**config.mk**
```make
export PLATFORM = sky130hd
export DESIGN_NAME = fifo_queue_with_search
export DESIGN_NICKNAME = d
export VERILOG_FILES = /design/src/sv/fqs_pkg.sv /design/src/sv/fqs_front.sv /design/src/sv/fqs_res_q.sv /design/src/sv/fqs_back.sv /design/src/sv/fifo_queue_with_search.sv
export SDC_FILE = /design/constraint.sdc
export NUM_CORES = 1
export LEC_CHECK = 0
export BUFFER_PORTS_ARGS = -buffer_cell sky130_fd_sc_hd__buf_2
export CORE_UTILIZATION = 45
export CTS_BUF_LIST = sky130_fd_sc_hd__clkbuf_16
export DETAILED_ROUTE_END_ITERATION = 7
export SLEW_MARGIN = 20
export SYNTH_ARGS = -nofsm -noshare
export SYNTH_HDL_FRONTEND = slang
export SYNTH_SLANG_ARGS = --single-unit
```
**constraint.sdc**
```tcl
create_clock -name clk_i -period 4.75 [get_ports clk_i]
set_input_delay 0.7125 -clock clk_i [delete_from_list [all_inputs] [get_ports clk_i]]
set_output_delay 0.7125 -clock clk_i [all_outputs]
set_load 0.01 [all_outputs]
```
**src/sv/fqs_pkg.sv**
```systemverilog
// shared types and constants for the searchable fifo queue
// no dependencies; every other file imports this package
package fqs_pkg;

  localparam int unsigned DATA_W        = 32;
  localparam int unsigned POS_W         = 6;
  localparam int unsigned DEFAULT_DEPTH = 16;

  typedef enum logic [2:0] {
    CMD_PUSH   = 3'd0,
    CMD_POP    = 3'd1,
    CMD_CLEAR  = 3'd2,
    CMD_DUMP   = 3'd3,
    CMD_SEARCH = 3'd4
  } cmd_e;

  typedef enum logic [2:0] {
    ST_PUSHED    = 3'd0,
    ST_FULL      = 3'd1,
    ST_POPPED    = 3'd2,
    ST_POP_EMPTY = 3'd3,
    ST_LISTED    = 3'd4,
    ST_EMPTY     = 3'd5,
    ST_FOUND     = 3'd6,
    ST_NOT_FOUND = 3'd7
  } status_e;

  typedef enum logic [1:0] {
    BK_IDLE,
    BK_READ,
    BK_EVAL,
    BK_MARK
  } bk_state_e;

  typedef struct packed {
    cmd_e               cmd;
    logic [DATA_W-1:0]  value;
  } cmd_t;

  typedef struct packed {
    status_e            status;
    logic [DATA_W-1:0]  data;
    logic [POS_W-1:0]   position;
    logic               now_empty;
    logic               last;
  } res_t;

endpackage

```
**src/sv/fqs_front.sv**
```systemverilog
// front end: accepts command transactions, drops unknown codes and
// buffers the rest in a two-entry command queue; depends on fqs_pkg
module fqs_front (
  input  logic                   clk_i,
  input  logic                   rst_ni,
  input  logic                   push,
  output logic                   full,
  input  logic [2:0]             cmd_i,
  input  logic [31:0]            value_i,
  output logic                   cq_valid_o,
  output fqs_pkg::cmd_t          cq_item_o,
  input  logic                   cq_take_i
);
  import fqs_pkg::*;

  cmd_t       slot_q [2];
  logic       wr_ptr_q, wr_ptr_d;
  logic       rd_ptr_q, rd_ptr_d;
  logic [1:0] cnt_q, cnt_d;
  logic       accept;
  logic       known;
  logic       we;

  assign full   = (cnt_q == 2'd2);
  assign accept = push && !full;
  // codes above search cause nothing, so they never enter the queue
  assign known  = (cmd_i <= CMD_SEARCH);
  assign we     = accept && known;

  assign cq_valid_o = (cnt_q != 2'd0);
  assign cq_item_o  = slot_q[rd_ptr_q];

  always_comb begin
    wr_ptr_d = wr_ptr_q ^ we;
    rd_ptr_d = rd_ptr_q ^ cq_take_i;
    case ({we, cq_take_i})
      2'b10:   cnt_d = cnt_q + 2'd1;
      2'b01:   cnt_d = cnt_q - 2'd1;
      default: cnt_d = cnt_q;
    endcase
  end

  always_ff @(posedge clk_i or negedge rst_ni) begin
    if (!rst_ni) begin
      wr_ptr_q <= 1'b0;
      rd_ptr_q <= 1'b0;
      cnt_q    <= 2'd0;
    end else begin
      wr_ptr_q <= wr_ptr_d;
      rd_ptr_q <= rd_ptr_d;
      cnt_q    <= cnt_d;
    end
  end

  always_ff @(posedge clk_i) begin
    if (we) begin
      slot_q[wr_ptr_q] <= '{cmd: cmd_e'(cmd_i), value: value_i};
    end
  end

endmodule

```
**src/sv/fqs_res_q.sv**
```systemverilog
// two-entry result queue between the back end and the result ports
// depends on fqs_pkg for the result record
module fqs_res_q (
  input  logic          clk_i,
  input  logic          rst_ni,
  input  logic          we_i,
  input  fqs_pkg::res_t item_i,
  output logic          full_o,
  output logic          empty,
  input  logic          pop,
  output fqs_pkg::res_t item_o
);
  import fqs_pkg::*;

  res_t       slot_q [2];
  logic       wr_ptr_q;
  logic       rd_ptr_q;
  logic [1:0] cnt_q, cnt_d;
  logic       re;

  assign full_o = (cnt_q == 2'd2);
  assign empty  = (cnt_q == 2'd0);
  assign re     = pop && !empty;
  assign item_o = slot_q[rd_ptr_q];

  always_comb begin
    case ({we_i, re})
      2'b10:   cnt_d = cnt_q + 2'd1;
      2'b01:   cnt_d = cnt_q - 2'd1;
      default: cnt_d = cnt_q;
    endcase
  end

  always_ff @(posedge clk_i or negedge rst_ni) begin
    if (!rst_ni) begin
      wr_ptr_q <= 1'b0;
      rd_ptr_q <= 1'b0;
      cnt_q    <= 2'd0;
    end else begin
      wr_ptr_q <= wr_ptr_q ^ we_i;
      rd_ptr_q <= rd_ptr_q ^ re;
      cnt_q    <= cnt_d;
    end
  end

  always_ff @(posedge clk_i) begin
    if (we_i) begin
      slot_q[wr_ptr_q] <= item_i;
    end
  end

endmodule

```
**src/sv/fqs_back.sv**
```systemverilog
// back end: ring store with head, tail and count, and the sequencer that
// carries out each command one entry at a time; depends on fqs_pkg
module fqs_back #(
  parameter int unsigned DEPTH = fqs_pkg::DEFAULT_DEPTH
) (
  input  logic          clk_i,
  input  logic          rst_ni,
  input  logic          cq_valid_i,
  input  fqs_pkg::cmd_t cq_item_i,
  output logic          cq_take_o,
  output logic          res_we_o,
  output fqs_pkg::res_t res_o,
  input  logic          res_full_i
);
  import fqs_pkg::*;

  localparam int unsigned IDX_W = (DEPTH > 1) ? $clog2(DEPTH) : 1;
  localparam int unsigned CNT_W = $clog2(DEPTH + 1);
  localparam logic [IDX_W-1:0] LAST_IDX = IDX_W'(DEPTH - 1);
  localparam logic [CNT_W-1:0] FULL_CNT = CNT_W'(DEPTH);

  logic [DATA_W-1:0] mem [DEPTH];
  logic [DATA_W-1:0] rd_data_q;

  bk_state_e         state_q, state_d;
  cmd_e              op_q, op_d;
  logic [DATA_W-1:0] key_q, key_d;
  logic [IDX_W-1:0]  head_q, head_d;
  logic [IDX_W-1:0]  tail_q, tail_d;
  logic [CNT_W-1:0]  count_q, count_d;
  logic [IDX_W-1:0]  idx_q, idx_d;
  logic [CNT_W-1:0]  step_q, step_d;

  logic              start;
  logic              mem_we;
  logic              rd_en;
  logic [CNT_W-1:0]  step_inc;
  logic              walk_end;
  logic              hit;
  logic              is_empty;

  function automatic logic [IDX_W-1:0] nxt(input logic [IDX_W-1:0] i);
    nxt = (i == LAST_IDX) ? '0 : i + 1'b1;
  endfunction

  assign start     = (state_q == BK_IDLE) && cq_valid_i && !res_full_i;
  assign cq_take_o = start;
  assign is_empty  = (count_q == '0);
  assign step_inc  = step_q + 1'b1;
  assign walk_end  = (step_inc == count_q);
  assign hit       = (rd_data_q == key_q);
  assign rd_en     = (state_q == BK_READ);

  // next state
  always_comb begin
    state_d = state_q;
    unique case (state_q)
      BK_IDLE: begin
        if (start && !is_empty && cq_item_i.cmd != CMD_PUSH) begin
          state_d = BK_READ;
        end
      end
      BK_READ: state_d = BK_EVAL;
      BK_EVAL: begin
        if (!res_full_i) begin
          unique case (op_q)
            CMD_CLEAR:  state_d = (count_q == CNT_W'(1)) ? BK_MARK : BK_READ;
            CMD_DUMP:   state_d = walk_end ? BK_IDLE : BK_READ;
            CMD_SEARCH: state_d = (hit || walk_end) ? BK_IDLE : BK_READ;
            default:    state_d = BK_IDLE;
          endcase
        end
      end
      BK_MARK: begin
        if (!res_full_i) begin
          state_d = BK_IDLE;
        end
      end
      default: state_d = BK_IDLE;
    endcase
  end

  // datapath and result generation
  always_comb begin
    op_d     = op_q;
    key_d    = key_q;
    head_d   = head_q;
    tail_d   = tail_q;
    count_d  = count_q;
    idx_d    = idx_q;
    step_d   = step_q;
    mem_we   = 1'b0;
    res_we_o = 1'b0;
    res_o    = '{status: ST_PUSHED, data: '0, position: '0, now_empty: 1'b0, last: 1'b1};
    unique case (state_q)
      BK_IDLE: begin
        if (start) begin
          op_d  = cq_item_i.cmd;
          key_d = cq_item_i.value;
          idx_d = head_q;
          step_d = '0;
          unique case (cq_item_i.cmd)
            CMD_PUSH: begin
              res_we_o = 1'b1;
              if (count_q >= FULL_CNT) begin
                res_o.status    = ST_FULL;
                res_o.now_empty = is_empty;
              end else begin
                mem_we  = 1'b1;
                tail_d  = nxt(tail_q);
                count_d = count_q + 1'b1;
              end
            end
            CMD_POP: begin
              if (is_empty) begin
                res_we_o        = 1'b1;
                res_o.status    = ST_POP_EMPTY;
                res_o.now_empty = 1'b1;
              end
            end
            CMD_CLEAR, CMD_DUMP: begin
              if (is_empty) begin
                res_we_o        = 1'b1;
                res_o.status    = ST_EMPTY;
                res_o.now_empty = 1'b1;
                head_d          = '0;
                tail_d          = '0;
              end
            end
            default: begin
              if (is_empty) begin
                res_we_o        = 1'b1;
                res_o.status    = ST_NOT_FOUND;
                res_o.now_empty = 1'b1;
              end
            end
          endcase
        end
      end
      BK_READ: ;
      BK_EVAL: begin
        if (!res_full_i) begin
          idx_d  = nxt(idx_q);
          step_d = step_inc;
          unique case (op_q)
            CMD_POP, CMD_CLEAR: begin
              res_we_o        = 1'b1;
              res_o.status    = ST_POPPED;
              res_o.data      = rd_data_q;
              res_o.now_empty = (count_q == CNT_W'(1));
              res_o.last      = (op_q == CMD_POP);
              head_d          = nxt(head_q);
              count_d         = count_q - 1'b1;
            end
            CMD_DUMP: begin
              res_we_o     = 1'b1;
              res_o.status = ST_LISTED;
              res_o.data   = rd_data_q;
              res_o.last   = walk_end;
            end
            default: begin
              if (hit) begin
                res_we_o       = 1'b1;
                res_o.status   = ST_FOUND;
                res_o.position = POS_W'(step_inc);
              end else if (walk_end) begin
                res_we_o     = 1'b1;
                res_o.status = ST_NOT_FOUND;
              end
            end
          endcase
        end
      end
      BK_MARK: begin
        if (!res_full_i) begin
          res_we_o        = 1'b1;
          res_o.status    = ST_EMPTY;
          res_o.now_empty = 1'b1;
          head_d          = '0;
          tail_d          = '0;
          count_d         = '0;
        end
      end
      default: ;
    endcase
  end

  always_ff @(posedge clk_i or negedge rst_ni) begin
    if (!rst_ni) begin
      state_q <= BK_IDLE;
      op_q    <= CMD_PUSH;
      head_q  <= '0;
      tail_q  <= '0;
      count_q <= '0;
      idx_q   <= '0;
      step_q  <= '0;
    end else begin
      state_q <= state_d;
      op_q    <= op_d;
      head_q  <= head_d;
      tail_q  <= tail_d;
      count_q <= count_d;
      idx_q   <= idx_d;
      step_q  <= step_d;
    end
  end

  always_ff @(posedge clk_i) begin
    key_q <= key_d;
  end

  // ring store, registered read
  always_ff @(posedge clk_i) begin
    if (mem_we) begin
      mem[tail_q] <= cq_item_i.value;
    end
    if (rd_en) begin
      rd_data_q <= mem[idx_q];
    end
  end

endmodule

```
**src/sv/fifo_queue_with_search.sv**
```systemverilog
// searchable fifo queue: push and the empty cases are answered in the idle state;
// pop passes through the read and eval states; clear, dump and search repeat read
// and eval for each entry walked through the ring store, clear ending in the mark state.
// each result goes through the result queue to the ports; a search stops at its first hit.
// reset empties both queues and the ring; stored words are not cleared.
module fifo_queue_with_search #(
  parameter int unsigned DEPTH = fqs_pkg::DEFAULT_DEPTH
) (
  input  logic        clk_i,
  input  logic        rst_ni,
  input  logic        push,
  output logic        full,
  input  logic [2:0]  cmd_i,
  input  logic [31:0] value_i,
  output logic        empty,
  input  logic        pop,
  output logic [2:0]  status_o,
  output logic [31:0] data_out_o,
  output logic [5:0]  position_o,
  output logic        now_empty_o,
  output logic        last_o
);
  import fqs_pkg::*;

  logic cq_valid;
  cmd_t cq_item;
  logic cq_take;
  logic res_we;
  res_t res_in;
  logic res_full;
  res_t res_out;

  fqs_front u_front (
    .clk_i      (clk_i),
    .rst_ni     (rst_ni),
    .push       (push),
    .full       (full),
    .cmd_i      (cmd_i),
    .value_i    (value_i),
    .cq_valid_o (cq_valid),
    .cq_item_o  (cq_item),
    .cq_take_i  (cq_take)
  );

  fqs_back #(
    .DEPTH (DEPTH)
  ) u_back (
    .clk_i      (clk_i),
    .rst_ni     (rst_ni),
    .cq_valid_i (cq_valid),
    .cq_item_i  (cq_item),
    .cq_take_o  (cq_take),
    .res_we_o   (res_we),
    .res_o      (res_in),
    .res_full_i (res_full)
  );

  fqs_res_q u_res_q (
    .clk_i  (clk_i),
    .rst_ni (rst_ni),
    .we_i   (res_we),
    .item_i (res_in),
    .full_o (res_full),
    .empty  (empty),
    .pop    (pop),
    .item_o (res_out)
  );

  assign status_o    = res_out.status;
  assign data_out_o  = res_out.data;
  assign position_o  = res_out.position;
  assign now_empty_o = res_out.now_empty;
  assign last_o      = res_out.last;

endmodule
```
==> run summary <==
Critical Path RT: 4980 ps
Post-synth EDFFs: 730
Tmin final: 3835 ps
Area Overhead vs Synth: 13.90%
Setup Skew: 28.51 ps
row cnt: 94
crit path cell chain: inv_1 -> ha_1 -> o21ai_1 -> nand2b_1 -> nor4_2 -> nand2_1 -> nor2_4
Initial Utilization: 0.4580
vias post-DR: 15.25k
cell taking the most area after synthesis: edfxtp_1
Yosys top cell area share: 0.7228
final wirelength: 65.38 mm
Final GP Congestion: 0.8805
critical path's slowest cell: nor2_4
Cell variety after synth: 73
cell family with most CP delay: simple AND/OR/NAND/NOR gates
RSZ-0062 raised after global routing: no
Setup Buffers After CTS: 0
Total GRT Usage: 0.1935
synth warn: 0
initial antenna violation count: 0
syn_nets: 1699
CP bufs+invs: 1
Critical Path AT: 4060 ps
Final nets: 1813
IO Pins: 84
most common library cells after synthesis: edfxtp_1, mux2i_1, mux2_2, a221oi_1, mux4_2
I/O Buffers: 82
die height: 261.6 µm
Mapped Avg Cell Area: 18.52 µm²
ANT cells: 0
cts bufs inserted: 81
peak supply drop: 0.0003168 V
Slew Limit Fails: 0
startpoint types: flip-flop
FFs w/ async S/R, synth: 0.04575
vias in the first global route: 14.95k
Crit. End Element: flip-flop
largest net degree at the start of global routing: 67
synth top area cells: edfxtp_1, mux4_2, mux2i_1
crit-path max FO: 32
DRT iter0 DRCs: 1466
DRT Pass-1 Iters: 5
DRC viols: 0
Post-Route Setup TNS: 0 ps
WL/cell: 24.40 µm
crit share post-route: 0.8074
most common cell in the netlist: edfxtp_1
clock slew at reported path FFs: 60 ps
kind of critical path: reg2reg
Worst Tran Pin Value: 1038 ps
register area share after synthesis: 0.7517
clock root cell: clkbuf_16
outcome: finished clean
Slew HR: 0.3050
hold crit path type: in2async
hpwl dp: 42.30 mm
Vias per Instance: 5.691
ys flop type: edfxtp_1
slowest stage delay, CP: 850 ps
Die Wd: 261.6 µm
clock latency at the later pin of the worst-skew pair: 620 ps
final setup violation count: 0
clock sink count: 765
Syn Std Cell Area: 30330 µm²
Max Fclk: 260.7 MHz
PwrDens: 605.1 nW/µm²
hold buffers post-CTS: 0
FILL cells: 5247
H-tree depth: 3
die area: 68440 µm²
max cap viols: 0
CORE AREA: 66220 µm²
Leak: 11.44 nW
global route overflow: 0
clock buffer depth: 3
Power, Total: 0.02090 W
first-pass GRT wire length: 96.81 mm
post-synthesis cell count: 1638
DRT antenna net count: 0
CTS tree: built
#FFs+latches synth: 765
Final Hold Violating Endpoints: 0
layout cell share with drive strength beyond 1: 0.2342
Core Util, Final: 0.5217
cts repair resizes: 0
[sequential cells by signal (all words and copies together) (netlist names), 5 cells and up]
register	count
u_back.mem	512
u_res_q.slot_q	84
u_front.slot_q	70
u_back.key_q	32
u_back.rd_data_q	32
u_back.count_q	5
u_back.step_q	5
[logic make-up (layout without fill, tap and decap cells)]
logic type / after synthesis / count (layout) / share of synthesized area
other: 1 / 1 / 0.0001236
adders and majority gates: 22 / 22 / 0.009076
buffers and inverters: 108 / 285 / 0.01506
xor gates and xnor gates: 49 / 49 / 0.01518
and+or+nand+nor: 205 / 205 / 0.03445
muxes: 274 / 274 / 0.1200
DFF: 765 / 765 / 0.7517
AOI/OAI and AO/OA: 214 / 214 / 0.05442
[routing by layer]
metal | global-route usage | share of wire | up-vias
met5 | 0 | 0 | -
met4 | 0.05265 | 0.019 | 0
met3 | 0.03533 | 0.069 | 92
met2 | 0.2726 | 0.43 | 560
met1 | 0.3061 | 0.48 | 7775
li1 | - | - | 6820
[final cells by class]
| class | count | area (µm²) | area share |
|---|---|---|---|
| Clock inverter | 60 | 539.3 | 0.01561 |
| Clock buffer | 86 | 2152 | 0.06230 |
| Timing Repair Buffer | 112 | 660.6 | 0.01912 |
| Multi-Input combinational cell | 765 | 7206 | 0.2086 |
| Tap cell | 864 | 1081 | 0.03129 |
| Inverter | 27 | 101.3 | 0.002934 |
| Sequential cell | 765 | 22800 | 0.6601 |
[power by group]
group | total (W) | leakage, nW | switching (W) | internal, W
clock | 0.00630 | 1.37 | 0.00250 | 0.00380
sequential | 0.00928 | 7.06 | 0.000538 | 0.00874
combinational | 0.00532 | 3.02 | 0.00344 | 0.00189
[placed cells by master (no fill, tap or decap), drive strengths merged, types with 4 or more instances in the layout]
master,count
nand2,62
nor3,9
o31ai,5
and3,7
nand4,4
and2,35
nor4,12
clkinv,37
o21ai,55
xnor2,10
inv,38
bufinv,10
nor2,35
dfrtp,35
mux4,64
mux2,77
or2,5
nor2b,9
a22o,4
edfxtp,730
a31oi,4
ha,22
xor2,37
mux2i,133
buf,112
a221oi,65
a22oi,32
nand2b,4
a211oi,5
a21oi,14
clkbuf,86
nand3,12
[worst paths after layout]
kind	startpoint	end	slack, ps	cells past startpoint
max reg2reg	u_back.state_q[0]	u_back.mem[15][13]	910	7
min	rst_ni	u_front.cnt_q[0]	210	1
min reg2reg	u_front.cnt_q[1]	u_front.cnt_q[1]	520	1
min in group clk_i	value_i[31]	u_front.slot_q[0][31]	290	1
max	u_back.state_q[0]	u_back.mem[15][13]	910	7
max in group asynchronous	rst_ni	u_back.idx_q[0]	3900	1
[per-stage QoR]
stage,hold WS [ps],worst slack (ps),cell area (µm²),cells
floorplan,416.9,421.4,30330,1638
global placement,490.7,1107,31850,2533
detailed placement,515.3,968.8,31850,2533
CTS,206.0,922.3,34540,2679
global route,260.9,666.2,34540,2679
finish,212.6,914.7,34540,2679
Power figures use the tool's default switching activity.
